### src/prst_pkg.sv
// Package for the pending request slot table.
// Holds the table sizes, request and slot codes and the command word
// passed from the front end to the slot engine. No dependencies.
`timescale 1ns / 1ps

package prst_pkg;

   localparam int SLOTS       = 16;
   localparam int SLOT_W      = $clog2(SLOTS);
   localparam int TAG_W       = 4;
   localparam int QUEUE_DEPTH = 2;
   localparam int QPTR_W      = $clog2(QUEUE_DEPTH);
   localparam int QCNT_W      = $clog2(QUEUE_DEPTH + 1);
   localparam int CSR_IDX_W   = 1;

   localparam logic [CSR_IDX_W-1:0] CSR_RESERVED_ID = 1'd0;
   localparam logic [CSR_IDX_W-1:0] CSR_ID_LIMIT    = 1'd1;

   localparam logic [31:0] RESERVED_ID_RESET = 32'd0;
   localparam logic [31:0] ID_LIMIT_RESET    = 32'd65536;

   typedef enum logic [3:0] {
      REQ_CREATE     = 4'd0,
      REQ_ACQUIRE    = 4'd1,
      REQ_MALLOC     = 4'd2,
      REQ_RELEASE    = 4'd3,
      REQ_FREE       = 4'd4,
      REQ_RESPONSE   = 4'd5,
      REQ_STATUS     = 4'd6,
      REQ_COMPLETE   = 4'd7,
      REQ_TERMINATE  = 4'd8,
      REQ_INITIALIZE = 4'd9
   } req_kind_type;

   typedef enum logic [2:0] {
      ST_OK      = 3'd0,
      ST_BUSY    = 3'd1,
      ST_READY   = 3'd2,
      ST_NOSLOT  = 3'd3,
      ST_BADID   = 3'd4,
      ST_NOINIT  = 3'd5,
      ST_BADTAG  = 3'd6
   } status_type;

   typedef enum logic [2:0] {
      CODE_FREE       = 3'd0,
      CODE_CREATE     = 3'd1,
      CODE_ACQ_RD     = 3'd2,
      CODE_ACQ_WR     = 3'd3,
      CODE_MALLOC     = 3'd4,
      CODE_DATA_RDY   = 3'd5,
      CODE_MALLOC_RDY = 3'd6,
      CODE_TERM       = 3'd7
   } slot_code_type;

   typedef enum logic [2:0] {
      MSG_CREATE    = 3'd0,
      MSG_ACQ_RD    = 3'd1,
      MSG_ACQ_WR    = 3'd2,
      MSG_MALLOC    = 3'd3,
      MSG_RELEASE   = 3'd4,
      MSG_FREE      = 3'd5,
      MSG_TERMINATE = 3'd6
   } msg_code_type;

   typedef enum logic [2:0] {
      OP_NOP,
      OP_ALLOC,
      OP_NOTIFY,
      OP_RESPONSE,
      OP_STATUS,
      OP_COMPLETE,
      OP_INIT
   } op_type;

   typedef struct packed {
      op_type            op;
      logic              bad_id;
      slot_code_type     alloc_code;
      msg_code_type      msg_code;
      logic [31:0]       msg_object;
      logic [31:0]       msg_value;
      logic [TAG_W-1:0]  tag;
      logic [31:0]       resp_pointer;
      logic [31:0]       resp_size;
   } cmd_type;

endpackage

### src/pending_request_slot_table.sv
// Path: a request accepted from the front end is written into the command queue, executed
// from the queue head by the slot engine, and its response is registered onto the rsp_ ports.
// Throughput: one request per cycle; the slot engine executes one command per cycle, so the
// two-entry command queue never holds more than one command and busy stays low.
// Reset: synchronous, active high; all slots free, rotating pointer zero, table not
// initialized, reserved_id 0, id_limit 65536. The response receiver cannot stall.
`timescale 1ns / 1ps

module pending_request_slot_table import prst_pkg::*; (
   input  logic                 clock,
   input  logic                 reset,
   input  logic                 start,
   output logic                 busy,
   input  logic [3:0]           req_type,
   input  logic [31:0]          req_object_id,
   input  logic                 req_acquire_write,
   input  logic [31:0]          req_length,
   input  logic [TAG_W-1:0]     req_tag,
   input  logic [31:0]          req_resp_pointer,
   input  logic [31:0]          req_resp_size,
   input  logic [31:0]          req_address,
   output logic                 rsp_valid,
   output logic [2:0]           rsp_status,
   output logic [TAG_W-1:0]     rsp_slot,
   output logic [31:0]          rsp_pointer,
   output logic [31:0]          rsp_size,
   output logic                 rsp_msg_valid,
   output logic [2:0]           rsp_msg_code,
   output logic [TAG_W-1:0]     rsp_msg_tag,
   output logic [31:0]          rsp_msg_object,
   output logic [31:0]          rsp_msg_value,
   input  logic                 csr_write,
   input  logic [CSR_IDX_W-1:0] csr_index,
   input  logic [31:0]          csr_wdata
);

   logic    queue_full;
   logic    push;
   cmd_type cmd;
   logic    head_valid;
   cmd_type head;
   logic    pop;

   prst_front u_front (
      .clock             (clock),
      .reset             (reset),
      .start             (start),
      .busy              (busy),
      .req_type          (req_type),
      .req_object_id     (req_object_id),
      .req_acquire_write (req_acquire_write),
      .req_length        (req_length),
      .req_tag           (req_tag),
      .req_resp_pointer  (req_resp_pointer),
      .req_resp_size     (req_resp_size),
      .req_address       (req_address),
      .csr_write         (csr_write),
      .csr_index         (csr_index),
      .csr_wdata         (csr_wdata),
      .queue_full        (queue_full),
      .push              (push),
      .cmd               (cmd)
   );

   prst_queue u_queue (
      .clock      (clock),
      .reset      (reset),
      .push       (push),
      .din        (cmd),
      .pop        (pop),
      .full       (queue_full),
      .head_valid (head_valid),
      .dout       (head)
   );

   prst_engine u_engine (
      .clock          (clock),
      .reset          (reset),
      .head_valid     (head_valid),
      .head           (head),
      .pop            (pop),
      .rsp_valid      (rsp_valid),
      .rsp_status     (rsp_status),
      .rsp_slot       (rsp_slot),
      .rsp_pointer    (rsp_pointer),
      .rsp_size       (rsp_size),
      .rsp_msg_valid  (rsp_msg_valid),
      .rsp_msg_code   (rsp_msg_code),
      .rsp_msg_tag    (rsp_msg_tag),
      .rsp_msg_object (rsp_msg_object),
      .rsp_msg_value  (rsp_msg_value)
   );

endmodule

### src/prst_front.sv
// Front end of the pending request slot table.
// Holds the configuration registers, accepts requests and classifies them
// into command words for the queue. Depends on prst_pkg.
`timescale 1ns / 1ps

module prst_front import prst_pkg::*; (
   input  logic                 clock,
   input  logic                 reset,
   input  logic                 start,
   output logic                 busy,
   input  logic [3:0]           req_type,
   input  logic [31:0]          req_object_id,
   input  logic                 req_acquire_write,
   input  logic [31:0]          req_length,
   input  logic [TAG_W-1:0]     req_tag,
   input  logic [31:0]          req_resp_pointer,
   input  logic [31:0]          req_resp_size,
   input  logic [31:0]          req_address,
   input  logic                 csr_write,
   input  logic [CSR_IDX_W-1:0] csr_index,
   input  logic [31:0]          csr_wdata,
   input  logic                 queue_full,
   output logic                 push,
   output cmd_type              cmd
);

   logic [31:0] reserved_id_ff, reserved_id_in;
   logic [31:0] id_limit_ff, id_limit_in;
   logic        id_bad;

   always_comb begin
      reserved_id_in = reserved_id_ff;
      id_limit_in    = id_limit_ff;
      if (csr_write) begin
         case (csr_index)
            CSR_RESERVED_ID: reserved_id_in = csr_wdata;
            CSR_ID_LIMIT:    id_limit_in    = csr_wdata;
            default: ;
         endcase
      end
   end

   always_ff @(posedge clock) begin
      if (reset) begin
         reserved_id_ff <= RESERVED_ID_RESET;
         id_limit_ff    <= ID_LIMIT_RESET;
      end else begin
         reserved_id_ff <= reserved_id_in;
         id_limit_ff    <= id_limit_in;
      end
   end

   assign busy = queue_full;
   assign push = start && !queue_full;

   always_comb begin
      id_bad = (req_object_id == reserved_id_ff) || (req_object_id >= id_limit_ff);
      cmd = '0;
      cmd.op           = OP_NOP;
      cmd.alloc_code   = CODE_FREE;
      cmd.msg_code     = MSG_CREATE;
      cmd.tag          = req_tag;
      cmd.resp_pointer = req_resp_pointer;
      cmd.resp_size    = req_resp_size;
      case (req_type)
         REQ_CREATE: begin
            cmd.op         = OP_ALLOC;
            cmd.bad_id     = id_bad;
            cmd.alloc_code = CODE_CREATE;
            cmd.msg_code   = MSG_CREATE;
            cmd.msg_object = req_object_id;
            cmd.msg_value  = req_length;
         end
         REQ_ACQUIRE: begin
            cmd.op         = OP_ALLOC;
            cmd.bad_id     = id_bad;
            cmd.alloc_code = req_acquire_write ? CODE_ACQ_WR : CODE_ACQ_RD;
            cmd.msg_code   = req_acquire_write ? MSG_ACQ_WR : MSG_ACQ_RD;
            cmd.msg_object = req_object_id;
         end
         REQ_MALLOC: begin
            cmd.op         = OP_ALLOC;
            cmd.alloc_code = CODE_MALLOC;
            cmd.msg_code   = MSG_MALLOC;
            cmd.msg_value  = req_length;
         end
         REQ_TERMINATE: begin
            cmd.op         = OP_ALLOC;
            cmd.alloc_code = CODE_TERM;
            cmd.msg_code   = MSG_TERMINATE;
         end
         REQ_RELEASE: begin
            cmd.op        = OP_NOTIFY;
            cmd.msg_code  = MSG_RELEASE;
            cmd.msg_value = req_address;
         end
         REQ_FREE: begin
            cmd.op        = OP_NOTIFY;
            cmd.msg_code  = MSG_FREE;
            cmd.msg_value = req_address;
         end
         REQ_RESPONSE:   cmd.op = OP_RESPONSE;
         REQ_STATUS:     cmd.op = OP_STATUS;
         REQ_COMPLETE:   cmd.op = OP_COMPLETE;
         REQ_INITIALIZE: cmd.op = OP_INIT;
         default:        cmd.op = OP_NOP;
      endcase
   end

endmodule

### src/prst_queue.sv
// Command queue between the front end and the slot engine.
// A short first-in first-out buffer of command words. Depends on prst_pkg.
`timescale 1ns / 1ps

module prst_queue import prst_pkg::*; (
   input  logic    clock,
   input  logic    reset,
   input  logic    push,
   input  cmd_type din,
   input  logic    pop,
   output logic    full,
   output logic    head_valid,
   output cmd_type dout
);

   cmd_type           entry_ff [QUEUE_DEPTH];
   logic [QPTR_W-1:0] wr_ptr_ff, wr_ptr_in;
   logic [QPTR_W-1:0] rd_ptr_ff, rd_ptr_in;
   logic [QCNT_W-1:0] count_ff, count_in;
   logic              do_push;
   logic              do_pop;

   assign full       = (count_ff == QCNT_W'(QUEUE_DEPTH));
   assign head_valid = (count_ff != '0);
   assign dout       = entry_ff[rd_ptr_ff];
   assign do_push    = push && !full;
   assign do_pop     = pop && head_valid;

   always_comb begin
      wr_ptr_in = wr_ptr_ff;
      rd_ptr_in = rd_ptr_ff;
      count_in  = count_ff;
      if (do_push) begin
         wr_ptr_in = (wr_ptr_ff == QPTR_W'(QUEUE_DEPTH - 1)) ? '0 : wr_ptr_ff + 1'b1;
      end
      if (do_pop) begin
         rd_ptr_in = (rd_ptr_ff == QPTR_W'(QUEUE_DEPTH - 1)) ? '0 : rd_ptr_ff + 1'b1;
      end
      if (do_push && !do_pop) begin
         count_in = count_ff + 1'b1;
      end else if (do_pop && !do_push) begin
         count_in = count_ff - 1'b1;
      end
   end

   always_ff @(posedge clock) begin
      if (reset) begin
         wr_ptr_ff <= '0;
         rd_ptr_ff <= '0;
         count_ff  <= '0;
      end else begin
         wr_ptr_ff <= wr_ptr_in;
         rd_ptr_ff <= rd_ptr_in;
         count_ff  <= count_in;
      end
   end

   always_ff @(posedge clock) begin
      if (do_push) begin
         entry_ff[wr_ptr_ff] <= din;
      end
   end

endmodule

### src/prst_engine.sv
// Slot engine of the pending request slot table.
// Owns the slot codes, pointers and sizes, executes one queued command per
// cycle and registers the response. Depends on prst_pkg.
`timescale 1ns / 1ps

module prst_engine import prst_pkg::*; (
   input  logic              clock,
   input  logic              reset,
   input  logic              head_valid,
   input  cmd_type           head,
   output logic              pop,
   output logic              rsp_valid,
   output logic [2:0]        rsp_status,
   output logic [TAG_W-1:0]  rsp_slot,
   output logic [31:0]       rsp_pointer,
   output logic [31:0]       rsp_size,
   output logic              rsp_msg_valid,
   output logic [2:0]        rsp_msg_code,
   output logic [TAG_W-1:0]  rsp_msg_tag,
   output logic [31:0]       rsp_msg_object,
   output logic [31:0]       rsp_msg_value
);

   slot_code_type     slot_code_ff [SLOTS];
   slot_code_type     slot_code_in [SLOTS];
   logic [31:0]       slot_pointer_ff [SLOTS];
   logic [31:0]       slot_size_ff [SLOTS];
   logic [SLOT_W-1:0] next_slot_ff, next_slot_in;
   logic              initialized_ff, initialized_in;

   logic              found;
   logic [SLOT_W-1:0] alloc_idx;
   logic [SLOT_W-1:0] probe;
   logic              take;
   logic              tag_ok;
   logic [SLOT_W-1:0] tag_idx;
   slot_code_type     cur_code;
   logic              ptr_we;
   logic              size_we;

   status_type        status_in;
   logic [TAG_W-1:0]  slot_in;
   logic [31:0]       pointer_in;
   logic [31:0]       size_in;
   logic              msg_valid_in;
   msg_code_type      msg_code_in;
   logic [TAG_W-1:0]  msg_tag_in;
   logic [31:0]       msg_object_in;
   logic [31:0]       msg_value_in;

   logic              rsp_valid_ff;
   status_type        rsp_status_ff;
   logic [TAG_W-1:0]  rsp_slot_ff;
   logic [31:0]       rsp_pointer_ff;
   logic [31:0]       rsp_size_ff;
   logic              rsp_msg_valid_ff;
   msg_code_type      rsp_msg_code_ff;
   logic [TAG_W-1:0]  rsp_msg_tag_ff;
   logic [31:0]       rsp_msg_object_ff;
   logic [31:0]       rsp_msg_value_ff;

   assign pop = head_valid;

   // Round-robin search for a free slot starting at the rotating pointer.
   always_comb begin
      found     = 1'b0;
      alloc_idx = '0;
      probe     = '0;
      for (int k = 0; k < SLOTS; k++) begin
         probe = next_slot_ff + SLOT_W'(k);
         if (!found && slot_code_ff[probe] == CODE_FREE) begin
            found     = 1'b1;
            alloc_idx = probe;
         end
      end
   end

   assign tag_ok   = ({1'b0, head.tag} < (TAG_W + 1)'(SLOTS));
   assign tag_idx  = head.tag[SLOT_W-1:0];
   assign cur_code = slot_code_ff[tag_idx];

   always_comb begin
      slot_code_in   = slot_code_ff;
      next_slot_in   = next_slot_ff;
      initialized_in = initialized_ff;
      ptr_we         = 1'b0;
      size_we        = 1'b0;
      take           = 1'b0;
      status_in      = ST_OK;
      slot_in        = '0;
      pointer_in     = '0;
      size_in        = '0;
      msg_valid_in   = 1'b0;
      msg_code_in    = MSG_CREATE;
      msg_tag_in     = '0;
      msg_object_in  = '0;
      msg_value_in   = '0;
      if (head_valid) begin
         case (head.op)
            OP_ALLOC: begin
               if (head.bad_id) begin
                  status_in = ST_BADID;
               end else if (!initialized_ff) begin
                  status_in = ST_NOINIT;
               end else if (!found) begin
                  status_in = ST_NOSLOT;
               end else begin
                  take                    = 1'b1;
                  slot_code_in[alloc_idx] = head.alloc_code;
                  next_slot_in            = alloc_idx + 1'b1;
                  slot_in                 = TAG_W'(alloc_idx);
                  msg_valid_in            = 1'b1;
                  msg_code_in             = head.msg_code;
                  msg_tag_in              = TAG_W'(alloc_idx);
                  msg_object_in           = head.msg_object;
                  msg_value_in            = head.msg_value;
               end
            end
            OP_NOTIFY: begin
               if (!initialized_ff) begin
                  status_in = ST_NOINIT;
               end else begin
                  msg_valid_in = 1'b1;
                  msg_code_in  = head.msg_code;
                  msg_value_in = head.msg_value;
               end
            end
            OP_RESPONSE: begin
               slot_in = head.tag;
               if (!tag_ok) begin
                  status_in = ST_BADTAG;
               end else begin
                  case (cur_code)
                     CODE_TERM: initialized_in = 1'b0;
                     CODE_CREATE, CODE_ACQ_RD, CODE_ACQ_WR: begin
                        slot_code_in[tag_idx] = CODE_DATA_RDY;
                        ptr_we                = 1'b1;
                        size_we               = 1'b1;
                     end
                     CODE_MALLOC: begin
                        slot_code_in[tag_idx] = CODE_MALLOC_RDY;
                        ptr_we                = 1'b1;
                     end
                     default: status_in = ST_BADTAG;
                  endcase
               end
            end
            OP_STATUS, OP_COMPLETE: begin
               slot_in = head.tag;
               if (!tag_ok) begin
                  status_in = ST_BADTAG;
               end else begin
                  case (cur_code)
                     CODE_CREATE, CODE_ACQ_RD, CODE_ACQ_WR, CODE_MALLOC: begin
                        status_in = ST_BUSY;
                     end
                     CODE_DATA_RDY, CODE_MALLOC_RDY: begin
                        if (head.op == OP_STATUS) begin
                           status_in = ST_READY;
                        end else begin
                           pointer_in            = slot_pointer_ff[tag_idx];
                           size_in               = (cur_code == CODE_DATA_RDY) ?
                                                   slot_size_ff[tag_idx] : '0;
                           slot_code_in[tag_idx] = CODE_FREE;
                        end
                     end
                     default: status_in = ST_BADTAG;
                  endcase
               end
            end
            OP_INIT: begin
               for (int k = 0; k < SLOTS; k++) begin
                  slot_code_in[k] = CODE_FREE;
               end
               initialized_in = 1'b1;
            end
            default: ;
         endcase
      end
   end

   always_ff @(posedge clock) begin
      if (reset) begin
         for (int k = 0; k < SLOTS; k++) begin
            slot_code_ff[k] <= CODE_FREE;
         end
         next_slot_ff   <= '0;
         initialized_ff <= 1'b0;
         rsp_valid_ff   <= 1'b0;
      end else begin
         slot_code_ff   <= slot_code_in;
         next_slot_ff   <= next_slot_in;
         initialized_ff <= initialized_in;
         rsp_valid_ff   <= head_valid;
      end
   end

   always_ff @(posedge clock) begin
      if (ptr_we) begin
         slot_pointer_ff[tag_idx] <= head.resp_pointer;
      end
      if (size_we) begin
         slot_size_ff[tag_idx] <= head.resp_size;
      end
   end

   always_ff @(posedge clock) begin
      rsp_status_ff     <= status_in;
      rsp_slot_ff       <= slot_in;
      rsp_pointer_ff    <= pointer_in;
      rsp_size_ff       <= size_in;
      rsp_msg_valid_ff  <= msg_valid_in;
      rsp_msg_code_ff   <= msg_code_in;
      rsp_msg_tag_ff    <= msg_tag_in;
      rsp_msg_object_ff <= msg_object_in;
      rsp_msg_value_ff  <= msg_value_in;
   end

   assign rsp_valid      = rsp_valid_ff;
   assign rsp_status     = rsp_status_ff;
   assign rsp_slot       = rsp_slot_ff;
   assign rsp_pointer    = rsp_pointer_ff;
   assign rsp_size       = rsp_size_ff;
   assign rsp_msg_valid  = rsp_msg_valid_ff;
   assign rsp_msg_code   = rsp_msg_code_ff;
   assign rsp_msg_tag    = rsp_msg_tag_ff;
   assign rsp_msg_object = rsp_msg_object_ff;
   assign rsp_msg_value  = rsp_msg_value_ff;

   a_rsp_follows_cmd: assert property (@(posedge clock) disable iff (reset)
      rsp_valid_ff |-> $past(head_valid))
      else $error("Response without a command executed in the previous cycle.");

   a_msg_only_ok: assert property (@(posedge clock) disable iff (reset)
      (rsp_valid_ff && rsp_msg_valid_ff) |-> (rsp_status_ff == ST_OK))
      else $error("Outgoing message carries a failing status.");

   a_take_free_slot: assert property (@(posedge clock) disable iff (reset)
      take |-> (slot_code_ff[alloc_idx] == CODE_FREE))
      else $error("Allocation picked a slot that is not free.");

   a_pointer_advance: assert property (@(posedge clock) disable iff (reset)
      take |=> (next_slot_ff == $past(alloc_idx + 1'b1)))
      else $error("Rotating pointer did not move past the allocated slot.");

endmodule
### config.mk
export PLATFORM = sky130hd
export DESIGN_NAME = pending_request_slot_table
export DESIGN_NICKNAME = d
export VERILOG_FILES = /design/src/prst_pkg.sv /design/src/pending_request_slot_table.sv /design/src/prst_front.sv /design/src/prst_queue.sv /design/src/prst_engine.sv
export SDC_FILE = /design/constraint.sdc
export NUM_CORES = 2
export LEC_CHECK = 0
export CORE_ASPECT_RATIO = 0.8
export CORE_UTILIZATION = 50
export CTS_BUF_LIST = sky130_fd_sc_hd__clkbuf_16
export CTS_CLUSTER_DIAMETER = 100
export DETAILED_ROUTE_END_ITERATION = 6
export DONT_BUFFER_PORTS = 1
export HOLD_SLACK_MARGIN = 0.15
export SYNTH_ARGS = -nofsm -noshare
export SYNTH_HDL_FRONTEND = slang
export SYNTH_SLANG_ARGS = --single-unit
### constraint.sdc
create_clock -name clock -period 8.8 [get_ports clock]
set_input_delay 0.44 -clock clock [delete_from_list [all_inputs] [get_ports clock]]
set_output_delay 0.44 -clock clock [all_outputs]
set_load 0.02 [all_outputs]
# ---- Yosys cells after proc, flatten, opt, wreduce, memory -nomap -nowiden
# Memory sizes are Yosys's and may differ from the RTL's. A register that Yosys moved wholly into a read port is not among the register bits.
# Cells that the tools add are included.
dict set report classes {
  n_addsub 20
  magnitude_cmp 21
  eq_ne 31
  n_mux 150
  bitwise 35
  n_reduce_logical 80
}
# operator count
set ops {}
lappend ops {{48-bit two-way mux} 5}
lappend ops {{3-bit binary-select mux with 4-bit select} 17}
lappend ops {{48-bit one-hot mux with 4 select lines} 1}
lappend ops {{32-bit two-way mux} 5}
lappend ops {{3-bit two-way mux} 44}
lappend ops {{32-bit one-hot mux with 2 select lines} 2}
lappend ops {{48-bit one-hot mux with 2 select lines} 1}
lappend ops {{5-bit greater-or-equal comparator (second input constant)} 18}
lappend ops {{4-bit inverter with 5-bit output} 18}
lappend ops {{4-bit two-way mux} 19}
lappend ops {{32-bit OR} 2}
lappend ops {{48-bit AND} 1}
lappend ops {{48-bit bitwise mux} 1}
lappend ops {{3-bit zero test} 16}
lappend ops {{48-bit inverter} 1}
lappend ops {{1-bit two-way mux} 39}
lappend ops {{4-bit adder (second input constant)} 8}
lappend ops {{16-bit AND} 2}
lappend ops {{32-bit == test} 1}
lappend ops {{32-bit greater-or-equal comparator} 1}
lappend ops {{16-bit inverter} 2}
lappend ops {{3-bit demux with 4-bit select} 2}
lappend ops {{3-bit one-hot mux with 4 select lines} 2}
lappend ops {{3-bit == test (second input constant)} 7}
lappend ops {{38 further kinds} 122}
dict set report totals {
  register_bits 201
  ramBits 1308
  out_inout_bits 145
  word_cells 371
  mem_count 3
}
# name words word_bits rd rd_ports_with_merged_regs wr line_no
set memory_table {}
lappend memory_table {u_engine.slot_pointer_ff 16 32 1 1 1 prst_engine.sv:26} ;# logic [31:0] slot_pointer_ff [SLOTS];
lappend memory_table {u_engine.slot_size_ff 16 32 1 1 1 prst_engine.sv:27} ;# logic [31:0] slot_size_ff [SLOTS];
lappend memory_table {u_queue.entry_ff 2 142 1 1 1 prst_queue.sv:16} ;# cmd_type entry_ff [QUEUE_DEPTH];

# ---- Logic depth before layout (Yosys ltp)
dict set report logic_depth {
  word_depth 61
  depth_mapped 23
  depth_no_buf 19
}

# ---- Modules after synthesis
# Synthesis repeated with hierarchy kept, for this count alone.
dict set report hier_totals {
  cells_unflattened 3812
  area_unflattened_um2 65106.2
}
# mod instances cells_per_inst area_each_um2 seq_area_each_um2
set by_module_without_submodules {}
lappend by_module_without_submodules {prst_engine 1 2731 49739.0 34693.3}
lappend by_module_without_submodules {prst_queue 1 467 10787.8 8628.3}
lappend by_module_without_submodules {prst_front 1 614 4579.4 1281.2}

# ---- Least setup slack after synthesis
# OpenSTA, ideal clock, no wires.
dict set report synth_path {
  kind {register to register}
  startpoint {register u_queue.count_ff[0]}
  endpoint {memory u_queue.entry_ff[0][0] (netlist name) (enable)}
  arrival_ns 6.501
  t_required_ns 8.155
  path_slack_ns 1.654
  stages_incl_launch_ff 4
  period_less_slack_ns 7.146
  path_cell_list {dfxtp_1 -> nand2b_1 -> nand2_1 -> nor2_1}
}
dict set report synth_via {
  elab_chain_cells 6
}
# element line_no
set synth_lines {}
lappend synth_lines {{start: declaration} prst_queue.sv:19} ;# logic [QCNT_W-1:0] count_ff, count_in;
lappend synth_lines {{start signal: assignment} prst_queue.sv:54} ;# count_ff <= count_in;
lappend synth_lines {{2-bit == test (*)} prst_queue.sv:23} ;# assign full = (count_ff == QCNT_W'(QUEUE_DEPTH));
lappend synth_lines {{1-bit zero test (*)} {prst_front.sv:54, prst_queue.sv:26}}
lappend synth_lines {{1-bit logical AND} prst_front.sv:54} ;# assign push = start && !queue_full;
lappend synth_lines {{1-bit logical AND (*)} prst_queue.sv:26} ;# assign do_push = push && !full;
lappend synth_lines {{1-bit two-way mux (*)} prst_queue.sv:59} ;# if (do_push) begin
lappend synth_lines {{1-bit two-way mux (implied by the code) (*)} prst_queue.sv:60} ;# entry_ff[wr_ptr_ff] <= din;
lappend synth_lines {{end: declaration} prst_queue.sv:16}
# Mark *: on every way between the ends. The rest lies on a longest branch, timed or not.

==> flow_metrics.env <==
export IMPL_status="finished, final reports clean"
export IMPL_drc=0
export IMPL_critPathKind="flop to flop"
export IMPL_drt_iter0_drc=4913
export IMPL_synth_compound_area_frac=0.07998
export IMPL_synthMuxAreaShare=0.04523
export IMPL_clkPwrFrac=0.319
export IMPL_ios=351
export IMPL_cp_slowest_cell="nor4_1"
export IMPL_die_x_um=404.4
export IMPL_antenna_found_initial=2
export IMPL_slew_limit_headroom=0.1186
export IMPL_root_buffer="clkbuf_16"
export IMPL_num_fill_cells=10240
export IMPL_ant_nets=0
export IMPL_place_congestion=0.9079
export IMPL_hold_path_class="input port to flop"
export IMPL_netlist_area_um2=64760
export IMPL_max_freq_ghz=0.1509
export IMPL_nets=5523
export IMPL_cp_arrival_ns=7.30
export IMPL_synth_top_area_cell="edfxtp_1"
export IMPL_drive_above_1_share=0.09032
export IMPL_wl_met2_um=81840
export IMPL_wire_per_inst_um=24.76
export IMPL_fin_setup_tns_ns=0
export IMPL_cts_made_buffers=156
export IMPL_cts_path_max_buffers=3
export IMPL_coreArea_um2=127800
export IMPL_power_switching_mw=6.425
export IMPL_slowest_delay_ns=0.85
export IMPL_startpoint_type="flop"
export IMPL_topRoutingLayerUsed="met4"
export IMPL_synth_distinct_cells=85
export IMPL_globalRouteOverflowTotal=0
export IMPL_layout_setup_ws_ns=2.172
export IMPL_synth_top_family_by_area="simple AND/OR/NAND/NOR gates"
export IMPL_synth_adder_area_share=0.008501
export IMPL_hold_violations=0
export IMPL_yosys_warnings=0
export IMPL_insertion_delay_ns=0.78
export IMPL_slew_viol_final=0
export IMPL_num_rows=117
export IMPL_ys_flop_type="edfxtp_1"
export IMPL_timing_final_crit_period_ns=6.628
export IMPL_tightest_slew_ns=1.319
export IMPL_internal_power_mw=13.94
export IMPL_cts_sinks=1574
export IMPL_synth_top_area_frac=0.6065
export IMPL_required_ns=9.47
export IMPL_firstDrtPassIters=6
export IMPL_syn_nets=5402
export IMPL_path_cells="inv_2, ha_1, buf_4, mux4_2, a211oi_1, mux4_2, or2_2, nor4_1, nand2_1, o22ai_1, a222oi_1, nor2_1, ha_1, nand2_1, o31ai_1, o2111ai_1, o211a_1"
export IMPL_wl_met1_um=77200
export IMPL_multi_input_area_um2=18970
export IMPL_routed_wl_um=176500
export IMPL_port_buffers=0
export IMPL_synth_xor_area_frac=0.007824
export IMPL_path_max_fanout=23
export IMPL_dp_hpwl_um=98220
export IMPL_pre_cts_ws_ns=2.256
export IMPL_wl_met3_um=13970
export IMPL_seqCellArea_um2=44610
export IMPL_rsz0062_at_grt="false"
export IMPL_seq_power_share=0.446
export IMPL_endpoint_kind="flop"
export IMPL_ys_top_cells_by_area="edfxtp_1 (61%), dfxtp_1 (8.2%), nand2_1 (7.2%)"
export IMPL_cts_tree="done"
export IMPL_cap_violations=0
export IMPL_cellLeakagePower_nw=25.42
export IMPL_die_y_um=323.9
export IMPL_crit_buf_inv=2
export IMPL_netlist_instances=5152
export IMPL_combPwrFrac=0.235
export IMPL_setup_viol=0
export IMPL_async_reset_ff_frac=0
export IMPL_grt_pass1_wl_um=262000
export IMPL_cellPowerDensity_nw_per_um2=275.5
export IMPL_skew_ns=0.03098
export IMPL_post_cts_buffers=0
export IMPL_track_usage=0.2661
export IMPL_grt_pass1_vias=40530
export IMPL_ys_ff_latch=1574
export IMPL_final_period_utilization=0.7532
export IMPL_htreeDepth=4
export IMPL_start_util=0.5068
export IMPL_num_vias=42810
export IMPL_sw_frac_of_total=0.3155
export IMPL_synthSimpleGateAreaFrac=0.1456
export IMPL_peakVddDrop_mv=0.3139
export IMPL_crit_family="simple AND/OR/NAND/NOR gates"
export IMPL_grt_max_degree=201
export IMPL_synth_avg_cell_area_um2=12.57
export IMPL_design_die_area_um2=131000
export IMPL_vias_per_cell=6.004
export IMPL_synth_edf_count=1308
export IMPL_area_growth_syn_to_layout_pct=14.14
export IMPL_ys_seq_area_frac=0.6887
export IMPL_path_clk_slew_ns=0.06
power by group through the flow:
stage               sequential, mW  clock (mW)  combinational [mW]
detailed placement            9.23           0                4.65
global placement              9.22           0                4.63
floorplan                     9.15           0                3.24
global route                  9.09        6.87                5.20
finish                        9.08        6.49                4.80
CTS                           9.07        6.60                4.77
path summary, 6_finish.rpt:
path         slack, ns                          to  depth (start not counted)                      from
max               2.17                        flop                         17  u_engine.next_slot_ff[0]
min               0.23  u_front.reserved_id_ff[29]                          4                 csr_index
max reg2reg       2.17                        flop                         17  u_engine.next_slot_ff[0]
min reg2reg       0.45      u_front.id_limit_ff[5]                          2    u_front.id_limit_ff[5]
synthesized netlist by cell type, types with 8 or more instances:
cell type / instances
a22o_1: 33
a21oi_1: 139
xnor2_1: 48
nor2b_1: 10
mux2i_1: 116
inv_1: 63
nor3b_1: 70
a21o_1: 13
mux2_2: 76
nand3_1: 293
clkbuf_1: 299
dfxtp_1: 266
nor2_1: 233
nand4_1: 18
o21ai_0: 50
o31ai_1: 10
o22ai_1: 20
nand2_1: 1236
mux4_2: 38
ha_1: 44
xor2_1: 8
buf_1: 22
nand2b_1: 14
buf_2: 13
a31oi_1: 23
edfxtp_1: 1308
o211ai_1: 17
a311oi_1: 268
a211oi_1: 32
a22oi_1: 8
nor3_1: 52
and3_1: 137
and2_1: 43
or3_1: 13
cells in the final DEF (no fill, tap or decap), drive strengths merged, types with 8 or more instances in the layout:
cell type    synthesis  layout
a21oi              139     139
xnor2               48      48
nand2             1236    1236
clkinv               0      73
a211oi              32      32
dlygate4sd3          0     223
mux2i              117     117
o21ai               57      57
edfxtp            1308    1308
nor2b               10      10
o22ai               20      20
and3               137     137
dfxtp              266     266
ha                  44      44
and2                45      45
buf                 40      79
clkbuf             299     162
xor2                 9       9
nor3b               70      70
nand2b              14      14
a31oi               24      24
nand3              293     293
a22oi                8       8
a311oi             268     268
mux2                79      79
o211ai              17      17
mux4                38      38
inv                 67     105
nor3                52      52
nor2               234     234
a21o                13      13
nand4               18      18
o31ai               13      13
or3                 13      13
a22o                33      33
bufinv               0      10
layout make-up:
type,instances,area share
Sequential cell,1574,0.6034
Multi-Input combinational cell,3172,0.2567
Clock buffer,162,0.05484
Timing Repair Buffer,302,0.03951
Tap cell,1725,0.02920
Clock inverter,126,0.01283
Inverter,67,0.003402
Antenna cell,3,0.0001016
layer usage:
metal / up-vias / global-route usage
met5: - / 0
met4: 0 / 0.06658
met3: 259 / 0.04580
met2: 1785 / 0.4135
met1: 21410 / 0.3898
li1: 19360 / -
timing repair:
item | 4_1_cts | 5_1_grt
resized for setup | 0 | 0
hold endpoints to repair | 400 | 0
hold buffers | 224 | 0
logic make-up (layout without fill, tap and decap cells):
family	Yosys count	count (layout)
and+or+nand+nor	2144	2144
DFF	1574	1574
AOI/OAI and AO/OA	693	693
buffers and inverters	406	657
muxes	234	234
xor gates and xnor gates	57	57
adders and majority gates	44	44
other	0	3
registers in the layout (all words and copies together), names as in the netlist, 2 cells and up, named ones only:
| name | flops |
|---|---|
| u_queue.entry_ff | 284 |
| u_engine.rsp_status | 3 |
| u_engine.rsp_msg_object | 32 |
| u_front.reserved_id_ff | 32 |
| u_engine.rsp_msg_value | 32 |
| u_engine.rsp_slot | 4 |
| u_queue.count_ff | 2 |
| u_engine.rsp_msg_code | 3 |
| u_engine.rsp_pointer | 32 |
| u_engine.slot_size_ff | 512 |
| u_front.id_limit_ff | 32 |
| u_engine.rsp_msg_tag | 4 |
| u_engine.next_slot_ff | 4 |
| u_engine.rsp_size | 32 |
| u_engine.slot_pointer_ff | 512 |
worst min-delay path: stages:
cell and delay, ns:
nand2b_1 0.12, buf_4 0.24, nand2_1 0.11, a21oi_1 0.05
metrics by stage:
stage               power, mW  std cells  hold WS, ns    util  instance area, um^2
detailed placement      13.88       6616       0.4439  0.5215                66650
global route            21.17       7128       0.2325  0.5783                73910
finish                  20.36       7131       0.2328  0.5784                73920
global placement        13.85       6616       0.4423  0.5215                66650
floorplan               12.39       5152       0.4363       -                64760
CTS                     20.43       7128       0.1851  0.5783                73910
Power figures use the tool's default switching activity.
